[config.mk]
export PLATFORM = sky130hd
export DESIGN_NAME = ps2_scancode_to_ascii
export DESIGN_NICKNAME = d
export VERILOG_FILES = /design/src/sv/ps2a_pkg.sv /design/src/sv/ps2a_decode.sv /design/src/sv/ps2_scancode_to_ascii.sv
export SDC_FILE = /design/constraint.sdc
export NUM_CORES = 1
export LEC_CHECK = 0
export ABC_AREA = 0
export BUFFER_PORTS_ARGS = -buffer_cell sky130_fd_sc_hd__buf_2
export CAP_MARGIN = 10
export CORE_MARGIN = 2
export CORE_UTILIZATION = 25
export CTS_BUF_LIST = sky130_fd_sc_hd__clkbuf_8
export DETAILED_ROUTE_END_ITERATION = 7
export GPL_TIMING_DRIVEN = 0
export PLACE_DENSITY = 0.38
export SLEW_MARGIN = 20
export SYNTH_ARGS = -nofsm -noshare
export SYNTH_HDL_FRONTEND = slang
export SYNTH_SLANG_ARGS = --single-unit
[constraint.sdc]
create_clock -name clock -period 3.6 [get_ports clock]
set_input_delay 0.18 -clock clock [delete_from_list [all_inputs] [get_ports clock]]
set_output_delay 0.18 -clock clock [all_outputs]
set_load 0.03 [all_outputs]
[src/sv/ps2a_pkg.sv]
package ps2a_pkg;

   localparam int unsigned CodeWidth  = 8;
   localparam int unsigned AsciiWidth = 7;

   localparam logic [CodeWidth-1:0] CODE_BREAK  = 8'hF0;
   localparam logic [CodeWidth-1:0] CODE_LSHIFT = 8'h12;

   typedef struct packed {
      logic [AsciiWidth-1:0] ascii_char;
      logic                  char_valid;
   } result_type;

   function automatic logic [AsciiWidth-1:0] ascii_lookup(
      input logic [CodeWidth-1:0] code,
      input logic                 shift
   );
      logic [AsciiWidth-1:0] ch;
      ch = '0;
      unique case (code)
         8'h1C: ch = shift ? 7'h41 : 7'h61;
         8'h32: ch = shift ? 7'h42 : 7'h62;
         8'h21: ch = shift ? 7'h43 : 7'h63;
         8'h23: ch = shift ? 7'h44 : 7'h64;
         8'h24: ch = shift ? 7'h45 : 7'h65;
         8'h2B: ch = shift ? 7'h46 : 7'h66;
         8'h34: ch = shift ? 7'h47 : 7'h67;
         8'h33: ch = shift ? 7'h48 : 7'h68;
         8'h43: ch = shift ? 7'h49 : 7'h69;
         8'h3B: ch = shift ? 7'h4A : 7'h6A;
         8'h42: ch = shift ? 7'h4B : 7'h6B;
         8'h4B: ch = shift ? 7'h4C : 7'h6C;
         8'h3A: ch = shift ? 7'h4D : 7'h6D;
         8'h31: ch = shift ? 7'h4E : 7'h6E;
         8'h44: ch = shift ? 7'h4F : 7'h6F;
         8'h4D: ch = shift ? 7'h50 : 7'h70;
         8'h15: ch = shift ? 7'h51 : 7'h71;
         8'h2D: ch = shift ? 7'h52 : 7'h72;
         8'h1B: ch = shift ? 7'h53 : 7'h73;
         8'h2C: ch = shift ? 7'h54 : 7'h74;
         8'h3C: ch = shift ? 7'h55 : 7'h75;
         8'h2A: ch = shift ? 7'h56 : 7'h76;
         8'h1D: ch = shift ? 7'h57 : 7'h77;
         8'h22: ch = shift ? 7'h58 : 7'h78;
         8'h35: ch = shift ? 7'h59 : 7'h79;
         8'h1A: ch = shift ? 7'h5A : 7'h7A;
         8'h29: ch = 7'h20;
         8'h66: ch = 7'h08;
         8'h5A: ch = 7'h0A;
         8'h0D: ch = 7'h09;
         8'h49: ch = shift ? 7'h3E : 7'h2E;
         8'h41: ch = shift ? 7'h3C : 7'h2C;
         8'h4C: ch = shift ? 7'h3A : 7'h3B;
         8'h16: ch = shift ? 7'h21 : 7'h31;
         8'h1E: ch = shift ? 7'h40 : 7'h32;
         8'h26: ch = shift ? 7'h23 : 7'h33;
         8'h25: ch = shift ? 7'h24 : 7'h34;
         8'h2E: ch = shift ? 7'h25 : 7'h35;
         8'h36: ch = shift ? 7'h5E : 7'h36;
         8'h3D: ch = shift ? 7'h26 : 7'h37;
         8'h3E: ch = shift ? 7'h2A : 7'h38;
         8'h46: ch = shift ? 7'h28 : 7'h39;
         8'h45: ch = shift ? 7'h29 : 7'h30;
         8'h4E: ch = shift ? 7'h5F : 7'h2D;
         8'h55: ch = shift ? 7'h2B : 7'h3D;
         default: ch = '0;
      endcase
      return ch;
   endfunction

endpackage

[src/sv/ps2a_decode.sv]
module ps2a_decode (
   input  logic                             clock,
   input  logic                             reset,
   input  logic                             advance,
   input  logic [ps2a_pkg::CodeWidth-1:0]   scan_code,
   output ps2a_pkg::result_type             result
);
   import ps2a_pkg::*;

   logic break_pending_ff, break_pending_in;
   logic shift_held_ff, shift_held_in;
   logic [AsciiWidth-1:0] ch;

   always_comb begin
      break_pending_in = break_pending_ff;
      shift_held_in    = shift_held_ff;
      ch               = '0;
      priority if (scan_code == CODE_BREAK) begin
         break_pending_in = 1'b1;
      end else if (break_pending_ff) begin
         break_pending_in = 1'b0;
         if (scan_code == CODE_LSHIFT) begin
            shift_held_in = 1'b0;
         end
      end else if (scan_code == CODE_LSHIFT) begin
         shift_held_in = 1'b1;
      end else begin
         ch = ascii_lookup(scan_code, shift_held_ff);
      end
      result.ascii_char = ch;
      result.char_valid = (ch != '0);
   end

   always_ff @(posedge clock) begin
      if (reset) begin
         break_pending_ff <= 1'b0;
         shift_held_ff    <= 1'b0;
      end else if (advance) begin
         break_pending_ff <= break_pending_in;
         shift_held_ff    <= shift_held_in;
      end
   end

endmodule

[src/sv/ps2_scancode_to_ascii.sv]
// Decodes PS/2 scan code set 2 bytes into ASCII, one byte per beat. Every
// input beat gives exactly one output beat: tdata holds the character and
// tuser is high when a character was produced (tdata is zero otherwise).
// Break (F0) and the byte after it, and left shift make/break, update the
// internal key state and give an empty beat. The block takes one beat per
// cycle; each beat passes through an input register, the table lookup and
// key state update, then an output register; the output register is refilled
// in the same cycle it is drained, so throughput only drops when rsp_tready
// is held low.
module ps2_scancode_to_ascii (
   input  logic       clock,
   input  logic       reset,
   input  logic       req_tvalid,
   output logic       req_tready,
   input  logic [7:0] req_tdata,   // [7:0] scan_code
   output logic       rsp_tvalid,
   input  logic       rsp_tready,
   output logic [7:0] rsp_tdata,   // [6:0] ascii_char, [7] zero
   output logic       rsp_tuser    // [0] char_valid
);
   import ps2a_pkg::*;

   logic                  in_valid_ff;
   logic [CodeWidth-1:0]  code_ff;
   logic                  out_valid_ff;
   result_type            result_ff;
   result_type            result;
   logic                  advance;

   assign advance    = in_valid_ff && (!out_valid_ff || rsp_tready);
   assign req_tready = !in_valid_ff || advance;

   ps2a_decode u_decode (
      .clock     (clock),
      .reset     (reset),
      .advance   (advance),
      .scan_code (code_ff),
      .result    (result)
   );

   always_ff @(posedge clock) begin
      if (reset) begin
         in_valid_ff  <= 1'b0;
         out_valid_ff <= 1'b0;
      end else begin
         if (req_tready) begin
            in_valid_ff <= req_tvalid;
         end
         if (advance) begin
            out_valid_ff <= 1'b1;
         end else if (rsp_tready) begin
            out_valid_ff <= 1'b0;
         end
      end
   end

   always_ff @(posedge clock) begin
      if (req_tready && req_tvalid) begin
         code_ff <= req_tdata;
      end
      if (advance) begin
         result_ff <= result;
      end
   end

   assign rsp_tvalid = out_valid_ff;
   assign rsp_tdata  = {1'b0, result_ff.ascii_char};
   assign rsp_tuser  = result_ff.char_valid;

endmodule

After elaboration in Yosys (flattened, before gate mapping)
Cells that the tools add are included.
{"block": "word_totals", "regBits": 20}
{"block": "classes", "eq_ne": 47, "n_mux": 51, "bitwise": 1, "reduce_logical": 9}
{"cell": "case mux 7 bit (45 select lines)", "n": 1}
{"cell": "== test 8 x 6 -> 1 bit, second input constant", "n": 23}
{"cell": "two-way mux 6 bit", "n": 26}
{"cell": "== test 8 x 7 -> 1 bit, second input constant", "n": 14}
{"cell": "== test 8 x 5 -> 1 bit, second input constant", "n": 8}
{"cell": "two-way mux 5 bit", "n": 11}
{"cell": "two-way mux 7 bit", "n": 6}
{"cell": "== test 8 x 4 -> 1 bit, second input constant", "n": 1}
{"cell": "== test 8 bit, second input constant", "n": 1}
{"cell": "two-way mux 1 bit", "n": 7}
{"cell": "nonzero test 7 bit", "n": 1}
{"cell": "AND reduction 3 bit", "n": 1}
{"cell": "logical AND 1 bit", "n": 2}
{"cell": "zero test 1 bit", "n": 2}
{"cell": "logical OR 1 bit", "n": 2}
{"cell": "nonzero test 2 bit", "n": 1}
{"cell": "inverter 1 bit", "n": 1}

Logic depth before layout (Yosys ltp)
Gate-level depths: netlist (run 1).
{"block": "depth", "word_depth": 6, "ltp_mapped": 8}

Modules after synthesis
Synthesis (run 1) repeated with hierarchy kept, for this count alone.
{"block": "hier_totals", "cells_unflattened": 240, "area_unflattened_um2": 1928.1}
{"mod": "ps2a_decode", "instances": 1, "cells_each": 212, "area_each_um2": 1332.5}
{"mod": "ps2_scancode_to_ascii", "instances": 1, "cells_each": 28, "area_each_um2": 595.6}

Worst setup path before layout (run 1)
Ideal clock, no wire load.
{"block": "synth_timing", "path_type": "reg2reg", "startpoint": "reg code_ff[6]", "endpoint": "reg result_ff (netlist bit rsp_tuser) (data pin)", "setup_ns": 0.264, "t_arrival_ns": 2.227, "required_ns": 3.336, "slack_ns": 1.110, "stages_incl_launch_ff": 7, "period_less_slack_ns": 2.490, "path_cell_list": "edfxtp_1 > or4b_4 > buf_6 > a211oi_2 > or4_4 > or4_4 > o41a_1"}
{"item": "from (decl)", "line": "ps2_scancode_to_ascii.sv:24", "source": "logic [CodeWidth-1:0] code_ff;"}
{"item": "from (signal assigned)", "line": "ps2_scancode_to_ascii.sv:59", "source": "code_ff <= req_tdata;"}
{"item": "to (signal assigned)", "line": "ps2_scancode_to_ascii.sv:62", "source": "result_ff <= result;"}
{"item": "to (decl)", "line": "ps2_scancode_to_ascii.sv:26", "source": "result_type result_ff;"}

==> results of run 1 <==
cells in the mapped netlist, types with 5 or more instances:
master                      n
sky130_fd_sc_hd__clkbuf_1  10
sky130_fd_sc_hd__nor3b_1    8
sky130_fd_sc_hd__nand3_1    7
sky130_fd_sc_hd__edfxtp_1  16
sky130_fd_sc_hd__a31oi_1    6
sky130_fd_sc_hd__nor2b_1    9
sky130_fd_sc_hd__a21oi_1   10
sky130_fd_sc_hd__nand2_1   15
sky130_fd_sc_hd__o21ai_0    9
sky130_fd_sc_hd__or3_1      5
sky130_fd_sc_hd__nor2_1    15
sky130_fd_sc_hd__nor4b_1    5
sky130_fd_sc_hd__buf_2      8
sky130_fd_sc_hd__nand2b_1   9
state kept, by name, summed over array words and instances (netlist names):
signal / flops
rsp_tdata: 7
rsp_tuser: 1
in_valid_ff: 1
rsp_tvalid: 1
code_ff: 8
u_decode.break_pending_ff: 1
u_decode.shift_held_ff: 1
metrics by stage:
stage	utilization	hold slack, ns	instance area, um^2	std cells
after CTS	0.294	0.0816	2270	361
after floorplan	-	0.252	1990	234
after global placement	0.287	0.357	2220	357
final	0.294	0.0889	2270	361
after global routing	0.294	0.0770	2270	361
after detailed placement	0.287	0.358	2220	357
cell families (layout without fill, tap and decap cells):
| group | count (synthesis) | after routing |
|---|---|---|
| compound gates | 66 | 66 |
| xor+xnor | 3 | 3 |
| buf+inv | 29 | 54 |
| flops | 20 | 20 |
| mux | 2 | 2 |
| other cells | 1 | 1 |
| simple gates | 113 | 113 |
routing by layer:
layer	part of all wire	global-route usage	vias up
met5	0	0	-
met4	0.038	0.0625	0
met3	0.066	0.0274	21
met1	0.44	0.215	942
li1	-	-	972
met2	0.45	0.257	77
power by group through the flow:
stage          Combinational [mW]  Sequential [mW]  Clock [mW]
2_1_floorplan              0.0967            0.287           0
3_3_place_gp                0.157            0.275           0
3_5_place_dp                0.153            0.276           0
4_1_cts                     0.153            0.270       0.182
5_1_grt                     0.167            0.272       0.187
6_report                    0.155            0.270       0.173
worst min-delay path by stage:
stage	from	endpoint	slack, ns
floorplan	reset	u_decode.shift_held_ff	0.25
global placement	req_tdata[5]	code_ff[5]	0.36
detailed placement	req_tdata[3]	code_ff[3]	0.36
CTS	req_tdata[3]	code_ff[3]	0.08
global route	req_tdata[5]	code_ff[5]	0.08
finish	req_tdata[3]	code_ff[3]	0.09
area by class of cell:
cell class | count | area (um^2) | share of cell area
Multi-Input combinational cell | 185 | 1270 | 0.560
Sequential cell | 20 | 561 | 0.246
Inverter | 4 | 15.0 | 0.00660
Tap cell | 102 | 128 | 0.0561
Buffer | 25 | 138 | 0.0605
Timing Repair Buffer | 21 | 105 | 0.0462
Clock buffer | 4 | 55.1 | 0.0242
==> metrics.txt, run 1 <==
# TYPE chip_impl_metric gauge
chip_impl_metric{name="synth-compound-area-share",unit=""} 0.242
chip_impl_info{name="ys.flop_type",value="sky130_fd_sc_hd__edfxtp_1"} 1
chip_impl_info{name="setup.worst_path.end_class",value="register"} 1
chip_impl_metric{name="vias",unit=""} 2012
chip_impl_metric{name="timing_hold_violations_final",unit=""} 0
chip_impl_info{name="synthTopCellsByArea",value="sky130_fd_sc_hd__edfxtp_1, sky130_fd_sc_hd__dfxtp_1, sky130_fd_sc_hd__nor3b_1, sky130_fd_sc_hd__nand2_1, sky130_fd_sc_hd__nand2b_1"} 1
chip_impl_metric{name="power_density",unit="mW/mm^2"} 263
chip_impl_metric{name="wire_per_inst",unit="um"} 19.1
chip_impl_metric{name="drv_slew",unit=""} 0
chip_impl_info{name="r2r_start",value="code_ff[6]"} 1
chip_impl_metric{name="total_power",unit="mW"} 0.599
chip_impl_info{name="path_delay_family",value="compound AO/OA/AOI/OAI gates"} 1
chip_impl_metric{name="postRouteWirelength",unit="um"} 6900
chip_impl_metric{name="cp_data_arrival_time",unit="ns"} 3.04
chip_impl_info{name="clockRootBuffer",value="sky130_fd_sc_hd__clkbuf_8"} 1
chip_impl_metric{name="cts_repair_resize_count",unit=""} 0
chip_impl_metric{name="fillers",unit=""} 862
chip_impl_metric{name="floorplan.die_area",unit="mm^2"} 0.00868
chip_impl_info{name="timing.critical_path.cells",value="buf_2 -> clkbuf_1 -> nor3b_1 -> o211a_1 -> a2111oi_0 -> nand3_1 -> o41a_1"} 1
chip_impl_metric{name="gp_routability_congestion",unit=""} 0.939
chip_impl_metric{name="ys_seq_elements",unit=""} 20
chip_impl_info{name="cp-startpoint",value="code_ff[6]"} 1
chip_impl_metric{name="syn_inst",unit=""} 234
chip_impl_metric{name="path_buf_inv",unit=""} 2
chip_impl_metric{name="max-slew-margin-rel",unit=""} 0.297
chip_impl_metric{name="synth_simple_gate_area_frac",unit=""} 0.374
chip_impl_metric{name="async_flop_share",unit=""} 0
chip_impl_info{name="critical_path.slowest_cell",value="sky130_fd_sc_hd__a2111oi_0"} 1
chip_impl_metric{name="clockBufferDepth",unit=""} 2
chip_impl_info{name="cp-start-kind",value="register"} 1
chip_impl_metric{name="std_cell_rows",unit=""} 32
chip_impl_metric{name="crit_fanout",unit=""} 10
chip_impl_metric{name="cts-htree-levels",unit=""} 1
chip_impl_metric{name="clock_power_share",unit=""} 0.289
chip_impl_metric{name="parity_gate_share_of_the_synthesized_area_counting_xor_and_xnor_cells",unit=""} 0.0132
chip_impl_metric{name="post_synth_fa_ha_maj_area_fraction",unit=""} 0
chip_impl_info{name="post-synth-top-area-cell",value="sky130_fd_sc_hd__edfxtp_1"} 1
chip_impl_metric{name="netSwitchingFraction",unit=""} 0.305
chip_impl_metric{name="final.period_utilization",unit=""} 0.841
chip_impl_metric{name="power_leakage",unit="nW"} 0.790
chip_impl_metric{name="dr.pass1.iters",unit=""} 4
chip_impl_metric{name="fin_setup_tns",unit="ns"} 0
chip_impl_info{name="min-delay-path-class",value="input port to register"} 1
chip_impl_info{name="status",value="finished, final reports clean"} 1
chip_impl_metric{name="grt_first_pass_wirelength",unit="um"} 10700
chip_impl_metric{name="core",unit="mm^2"} 0.00773
chip_impl_metric{name="drc",unit=""} 0
chip_impl_metric{name="yosysWarnings",unit=""} 0
chip_impl_metric{name="maxCapViolations",unit=""} 0
chip_impl_metric{name="route.antenna.remaining_nets",unit=""} 0
chip_impl_info{name="final_cell_mix",value="sky130_fd_sc_hd__buf_2, sky130_fd_sc_hd__edfxtp_1, sky130_fd_sc_hd__nor2_1, sky130_fd_sc_hd__nand2_1"} 1
chip_impl_metric{name="post_synth_instance_area",unit="mm^2"} 0.00199
chip_impl_metric{name="areaGrowthSynthToFinish",unit="%"} 14.5
chip_impl_metric{name="total_net_switching_power",unit="mW"} 0.182
chip_impl_metric{name="clkLatencyLatePin",unit="ns"} 0.26
chip_impl_metric{name="tritoncts.num_buffers",unit=""} 3
chip_impl_metric{name="min_period",unit="ns"} 3.03
chip_impl_info{name="tritoncts",value="built"} 1
chip_impl_metric{name="comb_power_share",unit=""} 0.259
chip_impl_metric{name="fin_nets",unit=""} 272
chip_impl_metric{name="finalClockSkew",unit="ns"} 0.00392
chip_impl_metric{name="detailedPlace.worstSlack",unit="ns"} 0.648
chip_impl_metric{name="post-dp-hpwl",unit="um"} 5300
chip_impl_metric{name="routed_via_density",unit=""} 5.57
chip_impl_info{name="final_common_cell",value="sky130_fd_sc_hd__buf_2"} 1
chip_impl_metric{name="globalRoute.totalOverflow",unit=""} 0
chip_impl_metric{name="clkSlewWorstSetupHoldPaths",unit="ns"} 0.07
chip_impl_metric{name="timing.critical_path.slowest_cell_delay",unit="ns"} 0.81
chip_impl_metric{name="synth.yosys.seq_area_share",unit=""} 0.282
chip_impl_metric{name="final_critical_path_setup_slack",unit="ns"} 0.573
chip_impl_metric{name="setup_viol",unit=""} 0
chip_impl_metric{name="max_freq",unit="MHz"} 330
chip_impl_info{name="worst-setup-path-type",value="register to register"} 1
chip_impl_metric{name="numClockSinks",unit=""} 20
chip_impl_metric{name="rr_worst_depth",unit=""} 7
chip_impl_metric{name="total_global_route_track_usage",unit=""} 0.160
chip_impl_metric{name="top_level_ports",unit=""} 23
chip_impl_metric{name="antenna_violations_before_repair",unit=""} 0
chip_impl_metric{name="dr.first_iter.drc_count",unit=""} 183
chip_impl_metric{name="multiplexer_fraction_of_the_synthesized_cell_area",unit=""} 0.0101
chip_impl_metric{name="number_of_enable_flip_flop_cells_after_synthesis",unit=""} 16
chip_impl_metric{name="worst_ep_required_time",unit="ns"} 3.61
chip_impl_metric{name="insertedDiodeCount",unit=""} 0
chip_impl_info{name="synth_top_family_by_area",value="simple AND/OR/NAND/NOR gates"} 1
chip_impl_metric{name="netlist-cell-type-count",unit=""} 70
chip_impl_metric{name="synth_nets",unit=""} 246
chip_impl_metric{name="critical_path_depth",unit=""} 7
chip_impl_metric{name="min_path_cells",unit=""} 1
chip_impl_info{name="worst_setup_path_endpoint",value="rsp_tuser"} 1
chip_impl_metric{name="die_h",unit="um"} 93.2
chip_impl_metric{name="place.port_buffers",unit=""} 21
chip_impl_metric{name="p_int",unit="mW"} 0.416
chip_impl_info{name="timing.rr.end",value="rsp_tuser"} 1
chip_impl_metric{name="drive_above_1_share",unit=""} 0.189
chip_impl_metric{name="r2r_slack",unit="ns"} 0.57
chip_impl_metric{name="start_util",unit=""} 0.257
chip_impl_metric{name="die_x",unit="um"} 93.2
chip_impl_info{name="grt_setup_unrepaired",value="false"} 1
chip_impl_metric{name="synthDominantCellAreaShare",unit=""} 0.242
chip_impl_metric{name="grt_pass1_vias",unit=""} 1853
chip_impl_metric{name="maximum_number_of_pins_on_one_net_before_global_route_repair",unit=""} 12
chip_impl_metric{name="cts_hold_buffers",unit=""} 0
chip_impl_metric{name="tightest_slew",unit="ns"} 1.03
chip_impl_metric{name="ir_drop",unit="mV"} 0.188
chip_impl_metric{name="seqPwrFrac",unit=""} 0.452
chip_impl_metric{name="cts_setup_buffers",unit=""} 0
chip_impl_metric{name="avgSynthCellArea",unit="um^2"} 8.49
Power figures use the tool's default switching activity.
==> run 2: changes to the inputs <==
clock period = 3.1 ns   (was 3.6 ns; I/O delays follow)
==> run 2 against run 1 <==
Compared with the run above:
- via count is 0.25% higher
- cell area barely moved
- non-clock buffer count unchanged
- die area stayed put
- total power up 16%
- maximum frequency is 3.7% higher
- utilization barely moved
- final cell count is the same
- sequential power rose by 16%
- critical endpoint unchanged
==> metrics.txt, run 2 (synthesized netlist as in run 1, its figures left out) <==
# TYPE chip_impl_metric gauge
chip_impl_info{name="status",value="finished, final reports clean"} 1
chip_impl_metric{name="place.port_buffers",unit=""} 21
chip_impl_metric{name="die_h",unit="um"} 93.2
chip_impl_metric{name="die_x",unit="um"} 93.2
chip_impl_metric{name="insertedDiodeCount",unit=""} 0
chip_impl_info{name="min-delay-path-class",value="input port to register"} 1
chip_impl_info{name="largest-register",value="code_ff"} 1
chip_impl_metric{name="final.period_utilization",unit=""} 0.942
chip_impl_metric{name="clkSlewWorstSetupHoldPaths",unit="ns"} 0.07
chip_impl_info{name="setup.worst_path.end_class",value="register"} 1
chip_impl_info{name="timing.critical_path.mode_cell",value="sky130_fd_sc_hd__buf_2"} 1
chip_impl_metric{name="dr.first_iter.drc_count",unit=""} 195
chip_impl_metric{name="tightest_slew",unit="ns"} 1.01
chip_impl_metric{name="top_level_ports",unit=""} 23
chip_impl_metric{name="maximum_number_of_pins_on_one_net_before_global_route_repair",unit=""} 12
chip_impl_metric{name="min_period",unit="ns"} 2.92
chip_impl_metric{name="total_global_route_track_usage",unit=""} 0.160
chip_impl_metric{name="final_cell_count_no_fill",unit=""} 361
chip_impl_metric{name="std_cell_rows",unit=""} 32
chip_impl_metric{name="setup_viol",unit=""} 0
chip_impl_metric{name="routed_via_density",unit=""} 5.59
chip_impl_metric{name="power_density",unit="mW/mm^2"} 305
chip_impl_metric{name="crit_fanout",unit=""} 10
chip_impl_metric{name="cts_hold_buffers",unit=""} 0
chip_impl_info{name="timing.critical_path.cells",value="buf_2 -> buf_2 -> nor4b_1 -> o21ai_0 -> nand4_1 -> or4_4 -> o41a_1"} 1
chip_impl_metric{name="cts_repair_resize_count",unit=""} 0
chip_impl_metric{name="gp_routability_congestion",unit=""} 0.939
chip_impl_metric{name="final_critical_path_setup_slack",unit="ns"} 0.181
chip_impl_metric{name="comb_power_share",unit=""} 0.259
chip_impl_metric{name="clock_power_share",unit=""} 0.289
chip_impl_metric{name="globalRoute.totalOverflow",unit=""} 0
chip_impl_metric{name="drive_above_1_share",unit=""} 0.189
chip_impl_metric{name="detailedPlace.worstSlack",unit="ns"} 0.148
chip_impl_metric{name="route.antenna.remaining_nets",unit=""} 0
chip_impl_metric{name="hold_slack",unit="ns"} 0.0640
chip_impl_metric{name="timing.critical_path.slowest_cell_delay",unit="ns"} 0.60
chip_impl_metric{name="fin_setup_tns",unit="ns"} 0
chip_impl_metric{name="start_util",unit=""} 0.257
chip_impl_metric{name="tritoncts.num_buffers",unit=""} 3
chip_impl_info{name="grt_setup_unrepaired",value="false"} 1
chip_impl_metric{name="total_power",unit="mW"} 0.695
chip_impl_metric{name="post_dp_cell_area",unit="mm^2"} 0.00222
chip_impl_info{name="clockRootBuffer",value="sky130_fd_sc_hd__clkbuf_8"} 1
chip_impl_metric{name="wire_per_inst",unit="um"} 19.2
chip_impl_metric{name="areaGrowthSynthToFinish",unit="%"} 14.5
chip_impl_metric{name="rr_worst_depth",unit=""} 7
chip_impl_metric{name="drv_slew",unit=""} 0
chip_impl_metric{name="finalClockSkew",unit="ns"} 0.00395
chip_impl_metric{name="netSwitchingFraction",unit=""} 0.305
chip_impl_metric{name="drc",unit=""} 0
chip_impl_metric{name="worst_ep_required_time",unit="ns"} 3.11
chip_impl_metric{name="clkLatencyLatePin",unit="ns"} 0.26
chip_impl_info{name="final_cell_mix",value="sky130_fd_sc_hd__buf_2, sky130_fd_sc_hd__edfxtp_1, sky130_fd_sc_hd__nor2_1, sky130_fd_sc_hd__nand2_1"} 1
chip_impl_metric{name="max_freq",unit="MHz"} 343
chip_impl_metric{name="fin_nets",unit=""} 272
chip_impl_info{name="worst-setup-path-type",value="register to register"} 1
chip_impl_metric{name="antenna_violations_before_repair",unit=""} 0
chip_impl_metric{name="cts-htree-levels",unit=""} 1
chip_impl_metric{name="clockBufferDepth",unit=""} 2
chip_impl_metric{name="seqPwrFrac",unit=""} 0.452
chip_impl_metric{name="post-dp-hpwl",unit="um"} 5300
chip_impl_info{name="critical_path.slowest_cell",value="sky130_fd_sc_hd__o21ai_0"} 1
chip_impl_metric{name="cts_setup_buffers",unit=""} 0
chip_impl_metric{name="postRouteWirelength",unit="um"} 6920
chip_impl_metric{name="cp_data_arrival_time",unit="ns"} 2.93
chip_impl_metric{name="vias",unit=""} 2017
chip_impl_metric{name="timing_hold_violations_final",unit=""} 0
chip_impl_metric{name="total_net_switching_power",unit="mW"} 0.212
chip_impl_metric{name="fillers",unit=""} 863
chip_impl_metric{name="dr.pass1.iters",unit=""} 4
chip_impl_metric{name="finalCoreUtilization",unit=""} 0.295
chip_impl_metric{name="grt_pass1_vias",unit=""} 1853
chip_impl_metric{name="floorplan.die_area",unit="mm^2"} 0.00868
chip_impl_metric{name="power_leakage",unit="nW"} 0.790
chip_impl_info{name="cp-start-kind",value="register"} 1
chip_impl_metric{name="min_path_cells",unit=""} 1
chip_impl_metric{name="stdcell_area",unit="mm^2"} 0.00228
chip_impl_metric{name="ir_drop",unit="mV"} 0.218
chip_impl_metric{name="maxCapViolations",unit=""} 0
chip_impl_metric{name="numClockSinks",unit=""} 20
chip_impl_info{name="tritoncts",value="built"} 1
chip_impl_metric{name="core",unit="mm^2"} 0.00773
chip_impl_metric{name="largest_register_ff_count",unit=""} 8
chip_impl_metric{name="max-slew-margin-rel",unit=""} 0.325
chip_impl_metric{name="numPlacedInstances",unit=""} 357
chip_impl_metric{name="grt_first_pass_wirelength",unit="um"} 10700
chip_impl_info{name="final_common_cell",value="sky130_fd_sc_hd__buf_2"} 1
chip_impl_metric{name="p_int",unit="mW"} 0.483
-- run 2: cell counts in the layout (fill, tap and decap cells not counted) --
No cell type changed its count.
-- run 2: power groups by stage --
stage                     Clock [mW]  Sequential (mW)  Combinational (mW)
final                          0.201            0.314               0.180
after global placement             0            0.320               0.182
after detailed placement           0            0.320               0.178
after CTS                      0.211            0.314               0.178
after floorplan                    0            0.333               0.112
after global routing           0.217            0.316               0.194
-- run 2: cell type report --
cell class / instances / area (um^2) / share of cell area
repair buffers: 21 / 105 / 0.0462
flip-flops and latches: 20 / 561 / 0.246
well taps: 102 / 128 / 0.0561
inverters: 4 / 15.0 / 0.00660
multi-input cells: 185 / 1270 / 0.560
plain buffers: 25 / 138 / 0.0605
clock buffers: 4 / 55.1 / 0.0242
-- run 2: per-layer routing --
metal | GRT usage | routed length [um] | up-vias
met4 | 0.0625 | 262 | 0
met5 | 0 | 0 | -
met1 | 0.215 | 3090 | 950
met2 | 0.257 | 3140 | 77
li1 | - | - | 969
met3 | 0.0274 | 429 | 21
-- run 2: worst max-delay path, delay by kind of cell (launching register included) --
family,cells,cell delay (ns)
simple gates,3,0.69
buf+inv,2,0.49
flops,1,0.46
compound gates,2,1.03
-- run 2: path summary, 6_finish.rpt --
| check | start | endpoint | slack, ns |
|---|---|---|---|
| max reg2reg | code_ff[0] | rsp_tuser | 0.18 |
| min reg2reg | in_valid_ff | rsp_tvalid | 0.51 |
| max | code_ff[0] | rsp_tuser | 0.18 |
| min | req_tdata[3] | code_ff[3] | 0.06 |
